### src/rtl/core/dcf_pkg.sv
// dcf_pkg: shared constants and types for the disk contact force pipeline
// no dependencies; imported by dcf_mulq and disk_contact_force
package dcf_pkg;

  // q16.16 word and fraction
  localparam int unsigned QW   = 32;
  localparam int unsigned FRAC = 16;

  // saturating q16.16 product: result width and limit (2^61)
  localparam int unsigned MQ_W = 62;
  localparam logic [MQ_W-1:0] QLIM = 62'h2000_0000_0000_0000;

  // unit latencies
  localparam int unsigned SQRT_W   = 32;  // root bits, one per stage
  localparam int unsigned MEFF_QW  = 31;  // effective mass quotient bits
  localparam int unsigned NRM_QW   = 17;  // unit normal quotient bits
  localparam int unsigned MULQ_LAT = 2;

  // stream widths
  localparam int unsigned IN_TDATA_W  = 320;
  localparam int unsigned OUT_TDATA_W = 64;
  localparam int unsigned TUSER_W     = 2;

  // configuration port
  localparam int unsigned CFG_IDX_W = 2;
  localparam logic [QW-1:0] SPRING_RST   = 32'h0001_0000;
  localparam logic [QW-1:0] DAMPING_RST  = 32'h0000_0000;
  localparam logic [QW-1:0] FRICTION_RST = 32'h0000_0000;

  typedef enum logic [CFG_IDX_W-1:0] {
    REG_SPRING   = 2'd0,
    REG_DAMPING  = 2'd1,
    REG_FRICTION = 2'd2
  } dcf_reg_t;

endpackage

### src/rtl/core/dcf_mulq.sv
// dcf_mulq: two-stage q16.16 product, truncated and saturated to 2^61
// depends on dcf_pkg; partial products stay within 32 by 32 bits
module dcf_mulq import dcf_pkg::*; #(
  parameter int unsigned WA = 32,
  parameter int unsigned WB = 32
) (
  input  logic            clk,
  input  logic            en,
  input  logic [WA-1:0]   a,
  input  logic [WB-1:0]   b,
  output logic [MQ_W-1:0] y
);

  localparam int unsigned HA = (WA + 1) / 2;
  localparam int unsigned HB = (WB + 1) / 2;
  localparam int unsigned WP = WA + WB;
  localparam int unsigned WR = WP - FRAC;
  // compare width covers both the shifted product and the limit
  localparam int unsigned WC = (WR > MQ_W) ? WR : MQ_W;

  logic [HA+HB-1:0]        p00;
  logic [HA+WB-HB-1:0]     p01;
  logic [WA-HA+HB-1:0]     p10;
  logic [WA-HA+WB-HB-1:0]  p11;
  logic [WP-1:0]           full;
  logic [WR-1:0]           shr;
  logic [WC-1:0]           shr_c;

  // partial products
  always_ff @(posedge clk) begin
    if (en) begin
      p00 <= a[HA-1:0]  * b[HB-1:0];
      p01 <= a[HA-1:0]  * b[WB-1:HB];
      p10 <= a[WA-1:HA] * b[HB-1:0];
      p11 <= a[WA-1:HA] * b[WB-1:HB];
    end
  end

  // sum, drop fraction, saturate
  assign full  = WP'(p00) + (WP'(p01) << HB) + (WP'(p10) << HA) + (WP'(p11) << (HA + HB));
  assign shr   = full[WP-1:FRAC];
  assign shr_c = WC'(shr);

  always_ff @(posedge clk) begin
    if (en) begin
      y <= (shr_c > WC'(QLIM)) ? QLIM : shr_c[MQ_W-1:0];
    end
  end

endmodule

### config.mk
export PLATFORM = sky130hd
export DESIGN_NAME = dcf_mulq
export DESIGN_NICKNAME = d
export VERILOG_FILES = /design/src/rtl/core/dcf_pkg.sv /design/src/rtl/core/dcf_mulq.sv
export SDC_FILE = /design/constraint.sdc
export NUM_CORES = 2
export LEC_CHECK = 0
export ABC_AREA = 1
export BUFFER_PORTS_ARGS = -buffer_cell sky130_fd_sc_hd__buf_2
export CAP_MARGIN = 0
export CORE_MARGIN = 5
export CORE_UTILIZATION = 60
export DETAILED_ROUTE_END_ITERATION = 10
export HOLD_SLACK_MARGIN = 0.15
export PLACE_DENSITY_LB_ADDON = 0.1
export SYNTH_ARGS = -nofsm -noshare
export SYNTH_HDL_FRONTEND = slang
export SYNTH_SLANG_ARGS = --single-unit
### constraint.sdc
create_clock -name clk -period 16.65 [get_ports clk]
set_input_delay 1.665 -clock clk [delete_from_list [all_inputs] [get_ports clk]]
set_output_delay 1.665 -clock clk [all_outputs]
set_load 0.05 [all_outputs]
* After elaboration in Yosys (flattened, before gate mapping) *
Cells that the tools add are included.
Widths: inputs -> output; s select.

operators by class
  divide/modulo/power cells = 0
  shifts and indexed selects = 0
  order comparisons = 1
  multiply operators = 4
  reduce and logical (&&, ||, !) cells = 0
  bitwise logic cells = 0
  muxes and demuxes = 1
  $add $sub $neg = 3
  equality and inequality tests = 0

operators with widths
  kind                  count
  $mul 16x16->32        4
  $add 50x64->64        1
  $gt 48x62->1 const B  1
  $mux 62               1
  $add 49x48->50        1
  $add 32x48->49        1

storage, ports and cells
  memories kept = 0
  word-level logic and storage cells = 15
  output and inout bits = 62
  bits of input ports = 66
  RAM bits = 0
  bits in latches = 0
  memory bits (read-only) = 0
  bits in registers = 190

* Depth between registers and ports, before layout *
  depth after elaboration = 5
  depth in mapped cells = 26
  gate-level depth less buffers = 25

* Worst setup path after synthesis *
Ideal clock, no wire load.

  kind = input port to flip-flop
  start = input a[7]
  end = register p01[16] (data pin)
  required time = 16391 ps
  slack = 10088 ps
  library setup time = 259 ps
  arrival time = 6303 ps
  stages = 19
  path buffers = 1
  cell sequence = clkbuf_1 nand2_1 fa_1 inv_1 fa_1 inv_1 fa_1 inv_1 fa_1 fa_1 inv_1 fa_1 inv_1 ha_1 a21oi_1 o21ai_0 a21o_1 or2_2 xor2_1

on the way
  longest elaborated chain between the ends = 1

RTL lines
  element               RTL line        source
  start, declared       dcf_mulq.sv:9   input logic [WA-1:0] a,
  $mul 16x16->32        dcf_mulq.sv:33  p01 <= a[HA-1:0] * b[WB-1:HB];
  end signal, assigned  dcf_mulq.sv:33
  end, declared         dcf_mulq.sv:22  logic [HA+WB-HB-1:0] p01;

Every way passes these cells.
A chain may end at the register's enable or synchronous reset.

* Worst setup path after layout *
  start = input b[24]
  end = register p01[25] (data pin)

on the way
  longest elaborated chain between the ends = 1

RTL lines
  element          RTL line        source
  start, declared  dcf_mulq.sv:10  input logic [WB-1:0] b,
  $mul 16x16->32   dcf_mulq.sv:33

Every way passes these cells.

==> flow_summary.ini <==
[clock_network]
clockBufferDepth = 2
cts.htree.levels = 4
cts_hold_buf = 0
clock_sinks = 160
clk_latency_ps = 490
ctsResizeCount = 0
numCtsBuffers = 17
clock-root-buffer = clkbuf_16
cts_setup_buffers = 0
clk_transition_reported_paths_ps = 70
cts_tree = yes

[synth]
synth.cell_area_um2 = 44600
ys_seq_area_frac = 0.108
synth-seq-cells = 160
ys_warn_count = 0
synth_area_per_cell_um2 = 7.66
synth_edf_count = 160
ys_async_sr_fraction = 0
synth_cells = 5820
synth.distinct_cells = 39
synth_top_flop_cell = edfxtp_1

[drt]
routed-via-count = 35781
drt_iter0_markers = 2709
first_pass_iters = 6
wl_per_cell_um = 18.1
drc = 0
vias_per_cell = 5.28
routed_wl_um = 122000
final_antenna_net_count = 0

[min_path]
whs_path_depth = 2
holdCritPathClass = flip-flop to flip-flop
min_from = p11[31]$_DFFE_PP_

[setup_path]
cp-end-kind = flip-flop
crit_buf_inv = 6
path_class = primary input to flip-flop
cp_top_family = adder cells
arrival_ps = 7320
crit_fanout = 32
ff2ff_path_depth = 16
crit_start = b[24]
critPathMostFrequentCell = fa_1
r2r-start = p00[16]$_DFFE_PP_
worstSetupStartpointType = primary input
critPathRequiredTime_ps = 16900
cp.depth = 21
path_cells = buf_2, nand2_1, fa_1, inv_1, fa_1, inv_1, fa_1, inv_1, fa_1, fa_1, inv_1, fa_1, inv_1, ha_1, nand2_1, nor2_1, nand2_1, o21ai_0, nand2_1, nand3_1, nand2_1
slowest_delay_ps = 670
critPathSlowestCell = buf_2

[global_route]
grt_overflow = 0
grt.busiest_layer = met2
antenna_found_initial = 8
grt_pass1_vias = 37244
met2_usage = 0.526
met3_usage = 0.0715
grt_max_degree = 98
met1_usage = 0.425
grtUsageTotal = 0.318
grt_first_pass_wirelength_um = 198000

[finish]
final_cell_mix = nand2_1 (1726), inv_1 (1630), fa_1 (808)
post-route-util = 0.627
drive_gt1_frac = 0.0426
fin_nets = 7109
final_common_cell = nand2_1
final_cells = 6773
syn_to_final_growth_pct = 4.16

[sta]
finalCriticalPeriod_ps = 7080
slew_headroom = 0.336
max_clock_freq_ghz = 0.141
tns_ps = 0
period_share = 0.425
finalSetupViolCount = 0
setup_slack_ps = 9570
slew_viol_final = 0
worst_pin_slew_ps = 996
rsz0062_at_grt = no
skew_ps = 12.7
finalHoldViolations = 0

[place]
dp_hpwl_um = 97500
dp_slack_ps = 9070
port_buffers = 113
place_congestion = 0.948
dp_cells = 6740

[die]
die-area_um2 = 79900
coreArea_um2 = 74100
fp.dieW_um = 283
rows = 100
io_pins = 128
start_util = 0.602
die_h_um = 283

[run_status]
outcome = completed

[run]
drv_cap = 0
-- metrics by stage --
stage / instance area (um^2) / hold WS, ps
after floorplan: 44700 / 567
after CTS: 46500 / 630
final: 46500 / 618
after global placement: 45800 / 585
after detailed placement: 45800 / 611
after global routing: 46500 / 680
-- worst paths after layout --
check        slack, ps                 to
max               9570  p01[25]$_DFFE_PP_
min                620    y[47]$_DFFE_PP_
max reg2reg      13250    y[47]$_DFFE_PP_
min reg2reg        620    y[47]$_DFFE_PP_
-- synth_stat cells, types with 2 or more instances --
cell type	n	area, um^2
fa_1	808	16200
a21o_1	13	97.6
nand3_2	2	20.0
or2_2	2	12.5
nand2_1	1726	6480
o21bai_1	13	97.6
nand3_1	138	691
nor2_4	8	90.1
nor2_2	19	119
nand3b_1	7	52.6
xnor2_1	19	166
nor2_1	204	766
o21ai_0	74	370
edfxtp_1	160	4800
nand4_1	32	200
ha_1	445	5570
nor3_2	3	30.0
buf_4	14	105
o21a_1	3	22.5
clkbuf_1	192	721
nand2_2	21	131
inv_2	11	41.3
a31oi_1	2	12.5
xor2_1	74	648
a21oi_1	156	781
nor3_1	25	125
inv_1	1630	6120
nor4_1	8	50.1
-- flip-flops by register name (all words and copies together) (netlist names) --
register / cells
y: 48
p01: 32
p10: 32
p11: 32
p00: 16
-- final cells by class --
type / count / area, um^2
Sequential cell: 160 / 4800
Clock inverter: 15 / 189
Timing Repair Buffer: 144 / 805
Antenna cell: 1 / 2.50
Fill cell: 6804 / 27600
Tap cell: 969 / 1210
Inverter: 1641 / 6160
Multi-Input combinational cell: 3826 / 32900
Clock buffer: 17 / 425
-- cells by family (layout without fill, tap and decap cells) --
| kind of cell | Yosys count | count (layout) | share of synthesized area |
|---|---|---|---|
| other | 1 | 15 | 0.0000841 |
| xor gates and xnor gates | 93 | 93 | 0.0183 |
| AOI/OAI and AO/OA | 264 | 264 | 0.0314 |
| DFF | 160 | 160 | 0.108 |
| and+or+nand+nor | 2202 | 2202 | 0.198 |
| adders and majority gates | 1253 | 1253 | 0.487 |
| buffers and inverters | 1847 | 1817 | 0.157 |
-- routing by layer --
layer / vias up / wire, um
met1: 17298 / 50600
li1: 16773 / -
met2: 1471 / 56400
met4: 10 / 3960
met3: 229 / 11300
met5: - / 52
-- worst register-to-register path, cell delays in order (launching register included) --
cell	delay, ps
edfxtp_1	580
inv_1	130
fa_1	430
inv_1	70
ha_1	170
inv_1	70
fa_1	450
inv_1	110
nand3_1	80
nand2_2	110
nand2_1	60
nand2_1	230
nand2_1	120
nand2_1	260
nand2_1	130
nand4_1	110
nand2_1	50
Power is not shown: default switching activity piles up to over one toggle a cycle in this logic, so the estimate is an artifact.
