[src/rtl/core/dcf_div.sv]
// dcf_div: pipelined restoring divider, one quotient bit per stage
// depends on nothing; needs n < d * 2^WQ
module dcf_div #(
  parameter int unsigned WN = 48,
  parameter int unsigned WD = 32,
  parameter int unsigned WQ = 17
) (
  input  logic          clk,
  input  logic          en,
  input  logic [WN-1:0] n,
  input  logic [WD-1:0] d,
  output logic [WQ-1:0] q
);

  logic [WD-1:0] rem_r [WQ];
  logic [WQ-1:0] lo_r  [WQ];
  logic [WD-1:0] d_r   [WQ];
  logic [WQ-1:0] q_r   [WQ];
  logic [WD-1:0] rem_init;

  // upper dividend bits are already below the divisor
  assign rem_init = WD'(n[WN-1:WQ]);

  // one step: returns {quotient bit, new remainder}
  function automatic logic [WD:0] dv_step(input logic [WD-1:0] rem,
                                          input logic          nb,
                                          input logic [WD-1:0] dv);
    logic [WD:0] rsh;
    logic [WD:0] dsub;
    logic [WD:0] rnew;
    logic        ge;
    rsh  = {rem, nb};
    dsub = {1'b0, dv};
    ge   = (rsh >= dsub);
    rnew = ge ? (rsh - dsub) : rsh;
    return {ge, rnew[WD-1:0]};
  endfunction

  // stage registers
  always_ff @(posedge clk) begin
    if (en) begin
      {q_r[0][0], rem_r[0]} <= dv_step(rem_init, n[WQ-1], d);
      q_r[0][WQ-1:1] <= '0;
      lo_r[0] <= {n[WQ-2:0], 1'b0};
      d_r[0]  <= d;
      for (int i = 1; i < WQ; i++) begin
        {q_r[i][0], rem_r[i]} <= dv_step(rem_r[i-1], lo_r[i-1][WQ-1], d_r[i-1]);
        q_r[i][WQ-1:1] <= q_r[i-1][WQ-2:0];
        lo_r[i] <= {lo_r[i-1][WQ-2:0], 1'b0};
        d_r[i]  <= d_r[i-1];
      end
    end
  end

  assign q = q_r[WQ-1];

endmodule

[config.mk]
export PLATFORM = sky130hd
export DESIGN_NAME = dcf_div
export DESIGN_NICKNAME = d
export VERILOG_FILES = /design/src/rtl/core/dcf_div.sv
export SDC_FILE = /design/constraint.sdc
export NUM_CORES = 2
export LEC_CHECK = 0
export BUFFER_PORTS_ARGS = -buffer_cell sky130_fd_sc_hd__buf_4
export CAP_MARGIN = 15
export CORE_AREA = 2 2 389 391
export DETAILED_ROUTE_END_ITERATION = 6
export DIE_AREA = 0 0 391 393
export HOLD_SLACK_MARGIN = 0.06
export PLACE_DENSITY = 0.79
export SLEW_MARGIN = 20
export SYNTH_ARGS = -nofsm -noshare
export SYNTH_HDL_FRONTEND = slang
export SYNTH_SLANG_ARGS = --single-unit
[constraint.sdc]
create_clock -name clk -period 3.8 [get_ports clk]
set_clock_uncertainty 0.15 [all_clocks]
set_input_delay 0.76 -clock clk [delete_from_list [all_inputs] [get_ports clk]]
set_output_delay 0.76 -clock clk [all_outputs]
set_load 0.005 [all_outputs]
## Word level (Yosys, flattened, before mapping)

Memory sizes are Yosys's and may differ from the RTL's.
Cells that the tools add are included.

- $lt $le $gt $ge: 17
- Muxes and demuxes: 18
- $add $sub $neg: 16

Operators by type and width:

| kind | count |
|---|---|
| 33-bit by 32-bit greater-or-equal comparator with 1-bit output | 16 |
| 32-bit 2-to-1 mux | 16 |
| 32-bit subtractor | 16 |
| 32-bit greater-or-equal comparator | 1 |
| 1-bit 2-to-1 mux | 2 |

- Input bits: 82
- Bits in writable memories: 816
- Bits in registers: 665
- Memories: 2
- Word-level logic and storage cells: 86

Memories:

| name | words | bits a word | read ports | clocked after memory_dff | wr ports | RTL line | text |
|---|---|---|---|---|---|---|---|
| d_r | 17 | 32 | 16 | 0 | 17 | 17 | `logic [WD-1:0] d_r [WQ];` |
| lo_r | 17 | 16 | 16 | 0 | 17 | 16 | `logic [WQ-1:0] lo_r [WQ];` |

## Longest topological paths before layout

An unclocked memory read counts as a cell.

- Word-level depth: 3
- Mapped depth: 15
- Depth with buffers taken out: 14

## Worst setup path after synthesis

Ideal clock, no wire load.

- Path type: input port to flip-flop
- From: input port n[16]
- To: register rem_r[523] (netlist bit) (data pin)
- Stages: 13
- Arrival time: 3.469 ns
- Buffers on the path: 0
- Slack: -0.079 ns
- Cells stage by stage: inv_1 ha_1 fa_1 nor2b_1 o21ai_0 a21boi_0 nor3_1 o31ai_1 o21ai_0 a211oi_1 nor2_1 inv_1 mux2_2

- Word-level cells in the longest chain between the ends: 2
- Elaborated cells on any way between the ends: 3
- Classes of those cells: add/sub: 1; order compare: 1; mux: 1

RTL lines:

| element | RTL line | text |
|---|---|---|
| from (decl) | 10 | `input logic [WN-1:0] n,` |
| 32-bit subtractor or 32-bit greater-or-equal comparator (tied branches) | 35, 34 |  |
| 32-bit 2-to-1 mux * | 35 | `rnew = ge ? (rsh - dsub) : rsh;` |
| to (signal, indexed assignment) | 47 | `{q_r[i][0], rem_r[i]} <= dv_step(rem_r[i-1], lo_r[i-1][WQ-1], d_r[i-1]);` |
| to (decl) | 15 | `logic [WD-1:0] rem_r [WQ];` |

Mark *: on every way between the ends. The rest lies on a longest branch, timed or not.
A chain may end at the register's enable or synchronous reset.

==> flow_results.xml <==
<?xml version="1.0" encoding="UTF-8"?>
<metrics>
  <group name="final_layout">
    <metric name="design.final.nets" unit="">7669</metric>
    <metric name="drive_above_1_share" unit="%">15.03</metric>
    <metric name="n_antenna_cell" unit="">0</metric>
    <metric name="final_design_utilization" unit="%">57.46</metric>
    <metric name="layout_overhead_on_the_synthesized_area" unit="%">15.27</metric>
    <metric name="most_common_library_cell_in_the_layout_ignoring_fill_and_taps" unit="">sky130_fd_sc_hd__edfxtp_1</metric>
    <metric name="highest_count_cells_in_the_layout_ignoring_fill_and_taps" unit="">sky130_fd_sc_hd__edfxtp_1, sky130_fd_sc_hd__inv_1, sky130_fd_sc_hd__ha_1</metric>
  </group>
  <group name="pwr">
    <metric name="p_leak" unit="uW">0.03619</metric>
    <metric name="max-vdd-ir-drop" unit="mV">0.5944</metric>
    <metric name="powerDensity" unit="nW/um2">845.6</metric>
  </group>
  <group name="cts">
    <metric name="tritoncts" unit="">done</metric>
    <metric name="clk_transition_reported_paths" unit="ns">0.06</metric>
    <metric name="cts_root_buffer" unit="">sky130_fd_sc_hd__clkbuf_16</metric>
    <metric name="clock_tree.htree_level_count" unit="">4</metric>
    <metric name="cts-buffers-inserted" unit="">143</metric>
    <metric name="clockBufferDepth" unit="">3</metric>
    <metric name="clkLatencyLatePin" unit="ns">0.79</metric>
    <metric name="clkSinkCount" unit="">1313</metric>
  </group>
  <group name="drt">
    <metric name="dr_total_vias" unit="">50717</metric>
    <metric name="route.layer.met1.wl" unit="um">56310</metric>
    <metric name="drt.antenna.violating_nets" unit="">0</metric>
    <metric name="drt_first_pass_iters" unit="">7</metric>
    <metric name="drc_errors" unit="">2</metric>
    <metric name="avgViaCountPerCell" unit="">5.587</metric>
    <metric name="wl_met2" unit="um">95520</metric>
    <metric name="detailroute.wirelength.met3" unit="um">4763</metric>
    <metric name="detail_route.wl_per_cell" unit="um">18.60</metric>
    <metric name="top_signal_layer_used" unit="">met4</metric>
    <metric name="drt_first_iter_violations" unit="">2807</metric>
    <metric name="detail_route.wirelength" unit="um">168800</metric>
  </group>
  <group name="placed_design">
    <metric name="detailed_place_hpwl" unit="um">129500</metric>
    <metric name="globalplace.congestion" unit="">0.9914</metric>
    <metric name="numPortBuffers" unit="">98</metric>
  </group>
  <group name="floorplanning">
    <metric name="floorplan.rows" unit="">142</metric>
    <metric name="initial_core_util" unit="%">49.85</metric>
    <metric name="fp.dieH" unit="um">393</metric>
    <metric name="floorplan.core_area" unit="um2">149200</metric>
    <metric name="die_area" unit="um2">153700</metric>
    <metric name="num_io_pins" unit="">99</metric>
    <metric name="die_width" unit="um">391</metric>
  </group>
  <group name="logic_synthesis">
    <metric name="synth_ff_type" unit="">sky130_fd_sc_hd__edfxtp_1</metric>
    <metric name="synth_enable_flop_cells" unit="">1313</metric>
    <metric name="synth_fp_nets" unit="">7156</metric>
    <metric name="synth_cell_types" unit="">96</metric>
    <metric name="yosys_warnings" unit="">0</metric>
    <metric name="syn_area_per_cell" unit="um2">11.42</metric>
    <metric name="yosys.area_share.simple" unit="%">8.741</metric>
    <metric name="post_synth_inst_count" unit="">6514</metric>
    <metric name="largest_family_of_logic_cells_by_synthesized_area" unit="">compound AO/OA/AOI/OAI gates</metric>
    <metric name="yosys-mux-area-fraction" unit="%">4.438</metric>
    <metric name="synth_xor_area_share" unit="%">5.050</metric>
    <metric name="syn_area" unit="um2">74400</metric>
    <metric name="yosys.area_share.adder" unit="%">9.579</metric>
    <metric name="compound_cell_area_share_of_the_yosys_netlist" unit="%">14.65</metric>
    <metric name="synth_seq_cells" unit="">1313</metric>
    <metric name="asr_flop_ratio_synth" unit="%">0</metric>
    <metric name="seq_area_frac_synth" unit="%">52.99</metric>
  </group>
  <group name="run_status">
    <metric name="violations" unit="">design-rule violations</metric>
    <metric name="result_of_the_run" unit="">finished, violations left</metric>
  </group>
  <group name="sta">
    <metric name="hold_vio_cnt_final" unit="">0</metric>
    <metric name="number_of_slew_limit_violations_in_the_final_report" unit="">0</metric>
    <metric name="post_route_setup_tns" unit="ns">0</metric>
    <metric name="grt_setup_unrepaired" unit="">true</metric>
    <metric name="max_transition_margin" unit="%">49.02</metric>
    <metric name="fmax" unit="GHz">0.2653</metric>
    <metric name="timing.final.setup_violations" unit="">0</metric>
    <metric name="finalHoldWorstSlack" unit="ns">0.1112</metric>
    <metric name="finalWorstPathRequiredPeriod" unit="ns">3.770</metric>
    <metric name="worstMarginPinSlew" unit="ns">0.7568</metric>
    <metric name="final_min_period_over_clock_period" unit="%">99.20</metric>
  </group>
  <group name="job">
    <metric name="cap_violations" unit="">0</metric>
  </group>
  <group name="min_path">
    <metric name="hold_crit_endpoint" unit="">d_r[0][1]$_DFFE_PP_</metric>
    <metric name="hp-class" unit="">in2reg</metric>
    <metric name="whs_path_depth" unit="">2</metric>
    <metric name="hold_path.startpoint" unit="">d[1]</metric>
  </group>
  <group name="worst_setup_path">
    <metric name="r2r-start" unit="">d_r[0][352]$_DFFE_PP_</metric>
    <metric name="worst_r2r_path_depth" unit="">12</metric>
    <metric name="critPathMaxFanout" unit="">4</metric>
    <metric name="critPathArrivalTime" unit="ns">4.28</metric>
    <metric name="worst_ep_required_time" unit="ns">4.32</metric>
    <metric name="r2r_slack" unit="ns">0.03</metric>
    <metric name="worst-setup-path-type" unit="">reg2reg</metric>
    <metric name="worstSetupStartpointType" unit="">flip-flop</metric>
    <metric name="critical_path.endpoint_type" unit="">flip-flop</metric>
    <metric name="worstReg2RegEnd" unit="">rem_r[154]$_DFFE_PP_</metric>
  </group>
  <group name="global_route">
    <metric name="grt_pass1_vias" unit="">52632</metric>
    <metric name="grt_antenna_before_repair" unit="">0</metric>
    <metric name="grt_first_pass_wirelength" unit="um">265400</metric>
    <metric name="grt_max_degree" unit="">146</metric>
    <metric name="gr-total-overflow" unit="">0</metric>
    <metric name="global_route.usage.total" unit="%">21.80</metric>
  </group>
</metrics>
## power by group
group / internal (uW) / switching (uW) / leakage (uW) / total, uW
Sequential: 21400 / 1950 / 0.0129 / 23400
Clock: 7710 / 5740 / 0.00220 / 13400
Combinational: 16800 / 18900 / 0.0211 / 35700
## worst max path at each step
stage	cells after the start	end	startpoint
6_report	12	rem_r[154]$_DFFE_PP_	d_r[0][352]$_DFFE_PP_
3_3_place_gp	15	rem_r[525]$_DFFE_PP_	n[16]
3_5_place_dp	15	rem_r[525]$_DFFE_PP_	n[16]
2_1_floorplan	13	rem_r[523]$_DFFE_PP_	n[16]
4_1_cts	12	rem_r[37]$_DFFE_PP_	rem_r[69]$_DFFE_PP_
5_1_grt	12	rem_r[473]$_DFFE_PP_	rem_r[488]$_DFFE_PP_
## sequential cells by signal, summed over array words and instances (netlist names)
| name | cells |
|---|---|
| q_r | 136 |
| lo_r | 136 |
| q | 17 |
| d_r | 512 |
| rem_r | 512 |
## worst max-delay path: stages, from the launching register on
cell and delay, ns:
sky130_fd_sc_hd__edfxtp_1 0.40, sky130_fd_sc_hd__ha_1 0.25, sky130_fd_sc_hd__fa_1 0.41, sky130_fd_sc_hd__nor2b_1 0.13, sky130_fd_sc_hd__o21a_1 0.15, sky130_fd_sc_hd__o21ai_0 0.14, sky130_fd_sc_hd__a21oi_1 0.22, sky130_fd_sc_hd__o41a_1 0.28
sky130_fd_sc_hd__a31oi_1 0.24, sky130_fd_sc_hd__a311oi_2 0.57, sky130_fd_sc_hd__mux2i_1 0.14, sky130_fd_sc_hd__a2111oi_0 0.44, sky130_fd_sc_hd__a21o_1 0.13
## cell type report
| class | count | area, um2 |
|---|---|---|
| flip-flops and latches | 1313 | 39430 |
| fillers | 12072 | 63480 |
| repair buffers | 543 | 4706 |
| multi-input cells | 4351 | 32100 |
| clock buffers | 163 | 3654 |
| clock inverters | 88 | 903.4 |
| well taps | 1944 | 2432 |
| inverters | 675 | 2534 |
## Yosys cell counts (39+ instances only)
master | instances | area share, %
sky130_fd_sc_hd__a31oi_1 | 61 | 0.51
sky130_fd_sc_hd__clkbuf_1 | 117 | 0.59
sky130_fd_sc_hd__o21ai_0 | 433 | 2.9
sky130_fd_sc_hd__xnor2_1 | 242 | 2.8
sky130_fd_sc_hd__nand3_1 | 97 | 0.65
sky130_fd_sc_hd__edfxtp_1 | 1313 | 53
sky130_fd_sc_hd__nand4_1 | 84 | 0.71
sky130_fd_sc_hd__mux2_2 | 226 | 3.4
sky130_fd_sc_hd__xor2_1 | 187 | 2.2
sky130_fd_sc_hd__o21a_1 | 54 | 0.54
sky130_fd_sc_hd__nor2b_1 | 89 | 0.75
sky130_fd_sc_hd__nand2b_1 | 67 | 0.56
sky130_fd_sc_hd__nor2_1 | 264 | 1.3
sky130_fd_sc_hd__a211oi_1 | 39 | 0.39
sky130_fd_sc_hd__nand2_1 | 497 | 2.5
sky130_fd_sc_hd__nor3_1 | 69 | 0.46
sky130_fd_sc_hd__ha_1 | 544 | 9.1
sky130_fd_sc_hd__a21oi_1 | 456 | 3.1
sky130_fd_sc_hd__o21bai_1 | 52 | 0.52
sky130_fd_sc_hd__a21o_1 | 349 | 3.5
sky130_fd_sc_hd__inv_1 | 675 | 3.4
sky130_fd_sc_hd__and3_1 | 49 | 0.41
## metrics by stage
step	total power [uW]	std cells	setup WS [ns]	instance area [um2]
finish	72520	9077	0.03046	85760
global route	77270	9077	-0.02458	85760
CTS	72090	9068	0.002440	85270
detailed placement	58070	8765	-0.4041	80100
global placement	57240	8765	-0.4311	80100
floorplan	47490	6514	0.02793	74410
## cells by family (layout without fill, tap and decap cells)
kind of cell | count (synthesis) | in the layout
buf+inv | 850 | 1469
compound gates | 1714 | 1714
fa+ha+maj | 560 | 560
xor+xnor | 429 | 429
simple gates | 1360 | 1360
flops | 1313 | 1313
mux | 288 | 288
## layer usage
layer  vias up  global-route usage (%)
li1      24922                       -
met1     24140                   19.52
met2      1121                   44.45
met3       534                   2.796
met4         0                   14.78
met5         -                       0
## repair_timing
| item | CTS | global route |
|---|---|---|
| cloned | 1 | 3 |
| buffers inserted | 3 | 6 |
| resized for setup | 13 | 69 |
| setup endpoints to repair | 64 | 240 |
| hold buffers | 48 | 0 |
| pin swaps | 3 | 21 |
| endpoints found under the hold margin | 48 | 0 |
(Power assumes the default switching activity.)
