**config.mk**
```make
export PLATFORM = sky130hd
export DESIGN_NAME = dcf_sqrt
export DESIGN_NICKNAME = d
export VERILOG_FILES = /design/src/rtl/core/dcf_sqrt.sv
export SDC_FILE = /design/constraint.sdc
export NUM_CORES = 2
export LEC_CHECK = 0
export BUFFER_PORTS_ARGS = -buffer_cell sky130_fd_sc_hd__buf_2
export CORE_MARGIN = 8
export CORE_UTILIZATION = 40
export CTS_CLUSTER_SIZE = 40
export DETAILED_ROUTE_END_ITERATION = 8
export SLEW_MARGIN = 20
export SYNTH_ARGS = -nofsm -noshare
export SYNTH_HDL_FRONTEND = slang
export SYNTH_SLANG_ARGS = --single-unit
```
**constraint.sdc**
```tcl
create_clock -name clk -period 4.1 [get_ports clk]
set_input_delay 0.615 -clock clk [delete_from_list [all_inputs] [get_ports clk]]
set_output_delay 0.615 -clock clk [all_outputs]
set_load 0.1 [all_outputs]
```
**src/rtl/core/dcf_sqrt.sv**
```systemverilog
// dcf_sqrt: pipelined floor square root, one root bit per stage
// depends on nothing
module dcf_sqrt #(
  parameter int unsigned WR = 32
) (
  input  logic            clk,
  input  logic            en,
  input  logic [2*WR-1:0] v,
  output logic [WR-1:0]   root
);

  logic [WR+1:0]   rem_r  [WR];
  logic [WR-1:0]   root_r [WR];
  logic [2*WR-1:0] val_r  [WR];

  // one restoring digit step: returns {new root, new remainder}
  function automatic logic [2*WR+1:0] sq_step(input logic [WR+1:0] rem,
                                               input logic [WR-1:0] rt,
                                               input logic [1:0]    pair);
    logic [WR+1:0] rsh;
    logic [WR+1:0] trial;
    logic          ge;
    rsh   = {rem[WR-1:0], pair};
    trial = {rt, 2'b01};
    ge    = (rsh >= trial);
    return {{rt[WR-2:0], ge}, (ge ? rsh - trial : rsh)};
  endfunction

  // stage registers
  always_ff @(posedge clk) begin
    if (en) begin
      {root_r[0], rem_r[0]} <= sq_step('0, '0, v[2*WR-1 -: 2]);
      val_r[0] <= {v[2*WR-3:0], 2'b00};
      for (int i = 1; i < WR; i++) begin
        {root_r[i], rem_r[i]} <= sq_step(rem_r[i-1], root_r[i-1], val_r[i-1][2*WR-1 -: 2]);
        val_r[i] <= {val_r[i-1][2*WR-3:0], 2'b00};
      end
    end
  end

  assign root = root_r[WR-1];

endmodule

```
==> Word level (Yosys, flattened, before mapping) <==
Memory sizes are Yosys's and may differ from the RTL's.
Index checks and enable logic that the tools add are counted.
{ "totals": {"regBits": 1491, "ram_bits": 1984, "out_inout_bits": 32, "memories": 1} }
{ "classes": {"addsub": 31, "n_lt_le_gt_ge": 32, "n_mux": 33} }
{ "memory_table": {"columns": ["memory", "words", "word_bits", "rd", "rd_clocked_by_memory_dff", "wr", "line", "rtl"], "rows": [
  ["val_r", 32, 62, 31, 0, 32, "14", "logic [2*WR-1:0] val_r [WR];"]
]} }
{ "op_table": {"columns": ["op", "n"], "rows": [
  ["2-to-1 mux 32 bit", 30],
  ["greater-or-equal comparator 34 x 10 -> 1 bit", 1],
  ["greater-or-equal comparator 34 x 11 -> 1 bit", 1],
  ["greater-or-equal comparator 34 x 12 -> 1 bit", 1],
  ["greater-or-equal comparator 34 x 13 -> 1 bit", 1],
  ["greater-or-equal comparator 34 x 14 -> 1 bit", 1],
  ["greater-or-equal comparator 34 x 15 -> 1 bit", 1],
  ["greater-or-equal comparator 34 x 16 -> 1 bit", 1],
  ["greater-or-equal comparator 34 x 17 -> 1 bit", 1],
  ["greater-or-equal comparator 34 x 18 -> 1 bit", 1],
  ["greater-or-equal comparator 34 x 19 -> 1 bit", 1],
  ["greater-or-equal comparator 34 x 20 -> 1 bit", 1],
  ["greater-or-equal comparator 34 x 21 -> 1 bit", 1],
  ["greater-or-equal comparator 34 x 22 -> 1 bit", 1],
  ["greater-or-equal comparator 34 x 23 -> 1 bit", 1],
  ["greater-or-equal comparator 34 x 24 -> 1 bit", 1],
  ["greater-or-equal comparator 34 x 25 -> 1 bit", 1],
  ["greater-or-equal comparator 34 x 26 -> 1 bit", 1],
  ["greater-or-equal comparator 34 x 27 -> 1 bit", 1],
  ["greater-or-equal comparator 34 x 28 -> 1 bit", 1],
  ["greater-or-equal comparator 34 x 29 -> 1 bit", 1],
  ["greater-or-equal comparator 34 x 3 -> 1 bit", 1],
  ["greater-or-equal comparator 34 x 30 -> 1 bit", 1],
  ["greater-or-equal comparator 34 x 31 -> 1 bit", 1],
  ["42 further kinds", 43]
]} }

==> Longest topological paths before layout <==
An unclocked memory read counts as a cell.
{ "logic_depth": {"ltp_word": 3, "mapped_depth": 14, "depth_no_buf": 14} }

==> Least setup slack after synthesis <==
OpenSTA, ideal clock, no wires.
{ "synth_path": {"path_type": "register to register", "from": "register rem_r[71] (netlist bit)", "to": "register rem_r[56] (netlist bit), data pin", "t_arrival_ns": 3.236, "required_time_ns": 3.840, "setup_slack_ns": 0.604, "stages_incl_launch_ff": 13, "n_path_buf": 3, "period_less_slack_ns": 3.496, "cell_sequence": "edfxtp_1 > ha_1 > clkbuf_1 > a2111o_1 > o211ai_1 > nand3_1 > a211o_1 > a21o_1 > a21oi_1 > o21a_1 > clkbuf_1 > clkbuf_1 > mux2_2"} }
{ "synth_via": {"elab_chain_len": 2, "word_cells_on_any_way": 3, "classes_between": "add/sub (1); order compare (1); mux (1)"} }
{ "synth_lines": {"columns": ["item", "line", "rtl"], "rows": [
  ["from (decl)", "12", "logic [WR+1:0] rem_r [WR];"],
  ["from (signal, indexed assignment)", "35", "{root_r[i], rem_r[i]} <= sq_step(rem_r[i-1], root_r[i-1], val_r[i-1][2*WR-1 -: 2]);"],
  ["subtractor 32 bit or greater-or-equal comparator 34 x 32 -> 1 bit (tied branches)", "26, 25", null],
  ["2-to-1 mux 32 bit *", "26", "return {{rt[WR-2:0], ge}, (ge ? rsh - trial : rsh)};"]
]} }
Every way passes the cells marked *; elsewhere a longest branch is shown, timed or not.
A chain may end at the register's enable or synchronous reset.

==> Final worst setup path <==
{ "layout_path": {"from": "register rem_r[510] (netlist bit)", "to": "register rem_r[500] (netlist bit), data pin"} }
{ "layout_via": {"elab_chain_len": 2, "word_cells_on_any_way": 3, "classes_between": "add/sub (1); order compare (1); mux (1)"} }
{ "layout_lines": {"columns": ["item", "line"], "rows": [
  ["subtractor 32 x 19 -> 32 bit or greater-or-equal comparator 34 x 19 -> 1 bit (tied branches)", "26, 25"],
  ["2-to-1 mux 32 bit *", "26"]
]} }
Marked as above.

==> report_table.html <==
<table>
<tr><th>Metric</th><th>Value</th></tr>
<tr><th colspan="2">Route</th></tr>
<tr><td>Routed Antenna Nets</td><td>0</td></tr>
<tr><td>Vias per cell</td><td>5.20</td></tr>
<tr><td>Initial DRC count</td><td>4874</td></tr>
<tr><td>DRC Markers</td><td>0</td></tr>
<tr><td>Total length of routed wires</td><td>239 mm</td></tr>
<tr><td>Post-DR wirelength/cell</td><td>18.0 um</td></tr>
<tr><td>Number of vias in the routed layout</td><td>68900</td></tr>
<tr><td>Pre-Repair DR Iteration Count</td><td>6</td></tr>
<tr><th colspan="2">Global route</th></tr>
<tr><td>Wire length of the first global-routing pass</td><td>376 mm</td></tr>
<tr><td>Number of antenna violations at the first check in global routing</td><td>2</td></tr>
<tr><td>Combined global-route utilization of all metal layers</td><td>0.150</td></tr>
<tr><td>Overflow after GRT</td><td>0</td></tr>
<tr><td>Number of global-route vias before repair</td><td>68700</td></tr>
<tr><td>Largest net degree at the start of global routing</td><td>121</td></tr>
<tr><th colspan="2">Yosys</th></tr>
<tr><td>Ys Warns</td><td>0</td></tr>
<tr><td>Most used standard cell by instance count after synthesis</td><td>edfxtp_1</td></tr>
<tr><td>Biggest area contributors in the synthesized netlist</td><td>edfxtp_1 (64%), ha_1 (6.1%), xor2_1 (3.2%)</td></tr>
<tr><td>Net count after synthesis</td><td>between 9000 and 10000</td></tr>
<tr><td>Netlist cell types</td><td>87</td></tr>
<tr><td>Cell taking the most area after synthesis</td><td>edfxtp_1</td></tr>
<tr><td>Post-Synthesis Cell Area</td><td>0.115 mm^2</td></tr>
<tr><td>Number of flip-flops and latches in the synthesized netlist</td><td>between 2000 and 2500</td></tr>
<tr><td>Syn Area/Cell</td><td>approximately 13 um^2</td></tr>
<tr><td>Area share of the leading cell type in the synthesized netlist</td><td>0.644</td></tr>
<tr><td>Number of instances in the synthesized netlist</td><td>8871</td></tr>
<tr><td>Number of enable flip-flop cells after synthesis</td><td>2466</td></tr>
<tr><td>Proportion of synthesized chip area in sequential cells</td><td>0.644</td></tr>
<tr><td>Post-synth top flop</td><td>edfxtp_1</td></tr>
<tr><td>Share of synthesized registers carrying an async set or reset</td><td>0</td></tr>
<tr><td>Most frequent cells after synthesis</td><td>edfxtp_1 (2466), inv_1 (688), nand2_1 (596)</td></tr>
<tr><th colspan="2">Worst setup path</th></tr>
<tr><td>Critical Path Fanout Max</td><td>4</td></tr>
<tr><td>Origin of the worst setup path</td><td>rem_r[510]</td></tr>
<tr><td>Required time of the critical path</td><td>4.71 ns</td></tr>
<tr><td>Critical path capture point</td><td>rem_r[500]</td></tr>
<tr><td>Origin of the critical flop-to-flop path</td><td>rem_r[510]</td></tr>
<tr><td>Start-to-end type of the worst setup path</td><td>reg -&gt; reg</td></tr>
<tr><td>Length in cells of the worst reg-to-reg path</td><td>10</td></tr>
<tr><td>Arrival time at the worst endpoint</td><td>between 4 and 5 ns</td></tr>
<tr><td>Capturing element type of the critical path</td><td>flip-flop</td></tr>
<tr><td>End of the worst register-to-register path</td><td>rem_r[500]</td></tr>
<tr><td>R2R setup slack</td><td>0.23 ns</td></tr>
<tr><td>Startpoint kind of the worst setup timing path</td><td>flip-flop</td></tr>
<tr><th colspan="2">Finish</th></tr>
<tr><td>Filler cell count</td><td>25500</td></tr>
<tr><td>Fraction of layout instances using a drive strength above 1</td><td>0.0829</td></tr>
<tr><td>Total number of nets in the final design</td><td>9883</td></tr>
<tr><td>Storage cell area</td><td>about 0.074 mm^2</td></tr>
<tr><td>Finished Layout Cells</td><td>13300</td></tr>
<tr><td>Area of the multi-input gates</td><td>0.0376 mm^2</td></tr>
<tr><td>Layout overhead on the synthesized area</td><td>13.2%</td></tr>
<tr><td>Fin area</td><td>0.130 mm^2</td></tr>
<tr><th colspan="2">CTS</th></tr>
<tr><td>Clock tree from TritonCTS</td><td>yes</td></tr>
<tr><td>H-Tree Level Count</td><td>5</td></tr>
<tr><td>CTS max path bufs</td><td>4</td></tr>
<tr><td>Number of gates resized after cts</td><td>0</td></tr>
<tr><td>Clock Sink Count</td><td>2466</td></tr>
<tr><td>Number of buffers inserted during clock tree synthesis</td><td>277</td></tr>
<tr><td>Clock-pin slew on the worst setup and hold paths</td><td>0.06 ns</td></tr>
<tr><td>Number of hold-repair buffers added at the cts stage</td><td>65</td></tr>
<tr><td>Clock latency of the later-clocked register in the worst-skew pair</td><td>0.87 ns</td></tr>
<tr><td>Clk root buf</td><td>clkbuf_16</td></tr>
<tr><td>Post-CTS setup buffers</td><td>0</td></tr>
<tr><th colspan="2">Timing</th></tr>
<tr><td>Unrepaired setup endpoints after global routing</td><td>false</td></tr>
<tr><td>Final-report setup violation count</td><td>0</td></tr>
<tr><td>Setup tns final</td><td>0 ns</td></tr>
<tr><td>Total count of max-transition violations in the final report</td><td>0</td></tr>
<tr><td>Final hold viol count</td><td>0</td></tr>
<tr><td>Shortest period the worst path allows</td><td>3.87 ns</td></tr>
<tr><td>Worst Hold Slack</td><td>between 0.2 and 0.3 ns</td></tr>
<tr><td>Largest clock skew in the final design</td><td>0.0459 ns</td></tr>
<tr><td>Period Utilization, post-route</td><td>0.944</td></tr>
<tr><td>Post-route worst setup slack</td><td>0.229 ns</td></tr>
<tr><td>Transition at the pin with the smallest max-transition slack</td><td>roughly 1.1 ns</td></tr>
<tr><td>Max-Slew Margin vs Limit</td><td>0.267</td></tr>
<tr><td>Max frequency</td><td>0.258 GHz</td></tr>
<tr><th colspan="2">Power and ir drop</th></tr>
<tr><td>Cell area power density</td><td>568 mW/mm^2</td></tr>
<tr><td>Max rail drop VDD</td><td>0.394 mV</td></tr>
<tr><td>Leakage power</td><td>0.0494 uW</td></tr>
<tr><th colspan="2">Floorplan</th></tr>
<tr><td>Total die area</td><td>0.305 mm^2</td></tr>
<tr><td>Die height</td><td>552 um</td></tr>
<tr><td>Number of standard-cell rows in the floorplan</td><td>between 150 and 200</td></tr>
<tr><td>Floorplan core area</td><td>0.287 mm^2</td></tr>
<tr><td>I/O pin count</td><td>between 90 and 100</td></tr>
<tr><td>Initial cell density of the core</td><td>0.401</td></tr>
<tr><td>Die Wd</td><td>552 um</td></tr>
<tr><th colspan="2">Placement</th></tr>
<tr><td>Minimum setup slack after placement</td><td>0.285 ns</td></tr>
<tr><td>Final weighted congestion in routability-driven placement</td><td>0.897</td></tr>
<tr><td>Count of placed standard cells including taps</td><td>12700</td></tr>
<tr><td>IO buf count</td><td>97</td></tr>
<tr><td>HPWL after detailed placement</td><td>approximately 170 mm</td></tr>
<tr><td>DP Area</td><td>0.121 mm^2</td></tr>
<tr><th colspan="2">Outcome</th></tr>
<tr><td>Outcome</td><td>finished, final reports clean</td></tr>
<tr><th colspan="2">Hold path</th></tr>
<tr><td>Worst min-delay path category</td><td>in -&gt; reg</td></tr>
<tr><th colspan="2">Job</th></tr>
<tr><td># Max-Cap Violations</td><td>0</td></tr>
</table>
-- worst max-delay path, stage by stage, from the launching register on --
cell and delay, ns:
edfxtp_1 0.39, ha_1 0.36, nor2b_1 0.16, o31ai_1 0.48
a211oi_1 0.17, a2111oi_0 0.74, o31ai_1 0.19, a21o_1 0.24
and4_1 0.26, or4b_1 0.50, xnor2_1 0.14
-- area by class of cell --
cell class | instances | share of cell area
flip-flops and latches | 2466 | 0.569
repair buffers | 307 | 0.0198
clock inverters | 142 | 0.00988
well taps | 3781 | 0.0363
multi-input cells | 5512 | 0.289
diodes | 3 | 0.0000576
clock buffers | 350 | 0.0568
inverters | 692 | 0.0199
-- per-layer routing --
metal	vias up	global-route usage	share of wire
met1	33400	0.186	0.43
met2	1408	0.270	0.50
met3	474	0.0181	0.035
met5	-	0	0
met4	0	0.0538	0.036
li1	33700	-	-
-- cells in the final DEF (no fill, tap or decap), types with 65 or more instances in the layout --
cell type | netlist | layout
buf_4 | 33 | 118
nand2_1 | 596 | 596
nand4_1 | 103 | 103
or3_1 | 92 | 92
dlygate4sd3_1 | 0 | 65
nor4_1 | 128 | 127
buf_2 | 8 | 96
nor3_1 | 224 | 222
a21o_1 | 216 | 216
inv_1 | 688 | 688
xor2_1 | 424 | 424
o21a_1 | 100 | 100
xnor2_1 | 366 | 366
nand2b_1 | 122 | 122
o21ai_0 | 456 | 456
clkbuf_16 | 0 | 286
mux2_2 | 83 | 83
nand3_1 | 137 | 137
nor2_1 | 508 | 508
nor2b_1 | 83 | 83
ha_1 | 561 | 561
edfxtp_1 | 2466 | 2466
a21oi_1 | 540 | 536
-- state kept, by name, summed over array words and instances, names as in the netlist --
signal	cells
rem_r	946
val_r	992
root_r	496
root	32
-- through the flow --
stage	total power (uW)	util
final	74000	0.454
after global routing	77800	0.454
after CTS	74900	0.454
after detailed placement	50700	0.421
after global placement	50500	0.421
after floorplan	45500	-
-- power by group --
group	total, uW	switching, uW	internal [uW]	leakage [uW]
clock network	23700	9830	13800	0.00421
logic	16100	9310	6750	0.0214
registers	34300	2170	32100	0.0237
-- cells by family (layout without fill, tap and decap cells) --
group                    after synthesis  in the layout  synth area share
AND/OR/NAND/NOR                     2279           2279            0.0988
XOR/XNOR                             790            790            0.0602
multiplexers                          94             94           0.00908
adder cells (fa/ha/maj)              561            561            0.0610
flip-flops                          2466           2466             0.644
buffers and inverters                893           1491            0.0303
other                                  1              4         0.0000326
AO/OA/AOI/OAI                       1787           1787            0.0967
-- worst min-delay path by stage --
stage / from / depth (start not counted) / endpoint
global placement: val_r[1][865] / 0 / val_r[1][929]
CTS: en / 1 / val_r[0][0]
global route: en / 1 / val_r[0][0]
floorplan: val_r[0][36] / 0 / val_r[0][100]
detailed placement: val_r[0][73] / 0 / val_r[0][137]
finish: en / 1 / val_r[0][0]
Power figures use the tool's default switching activity.
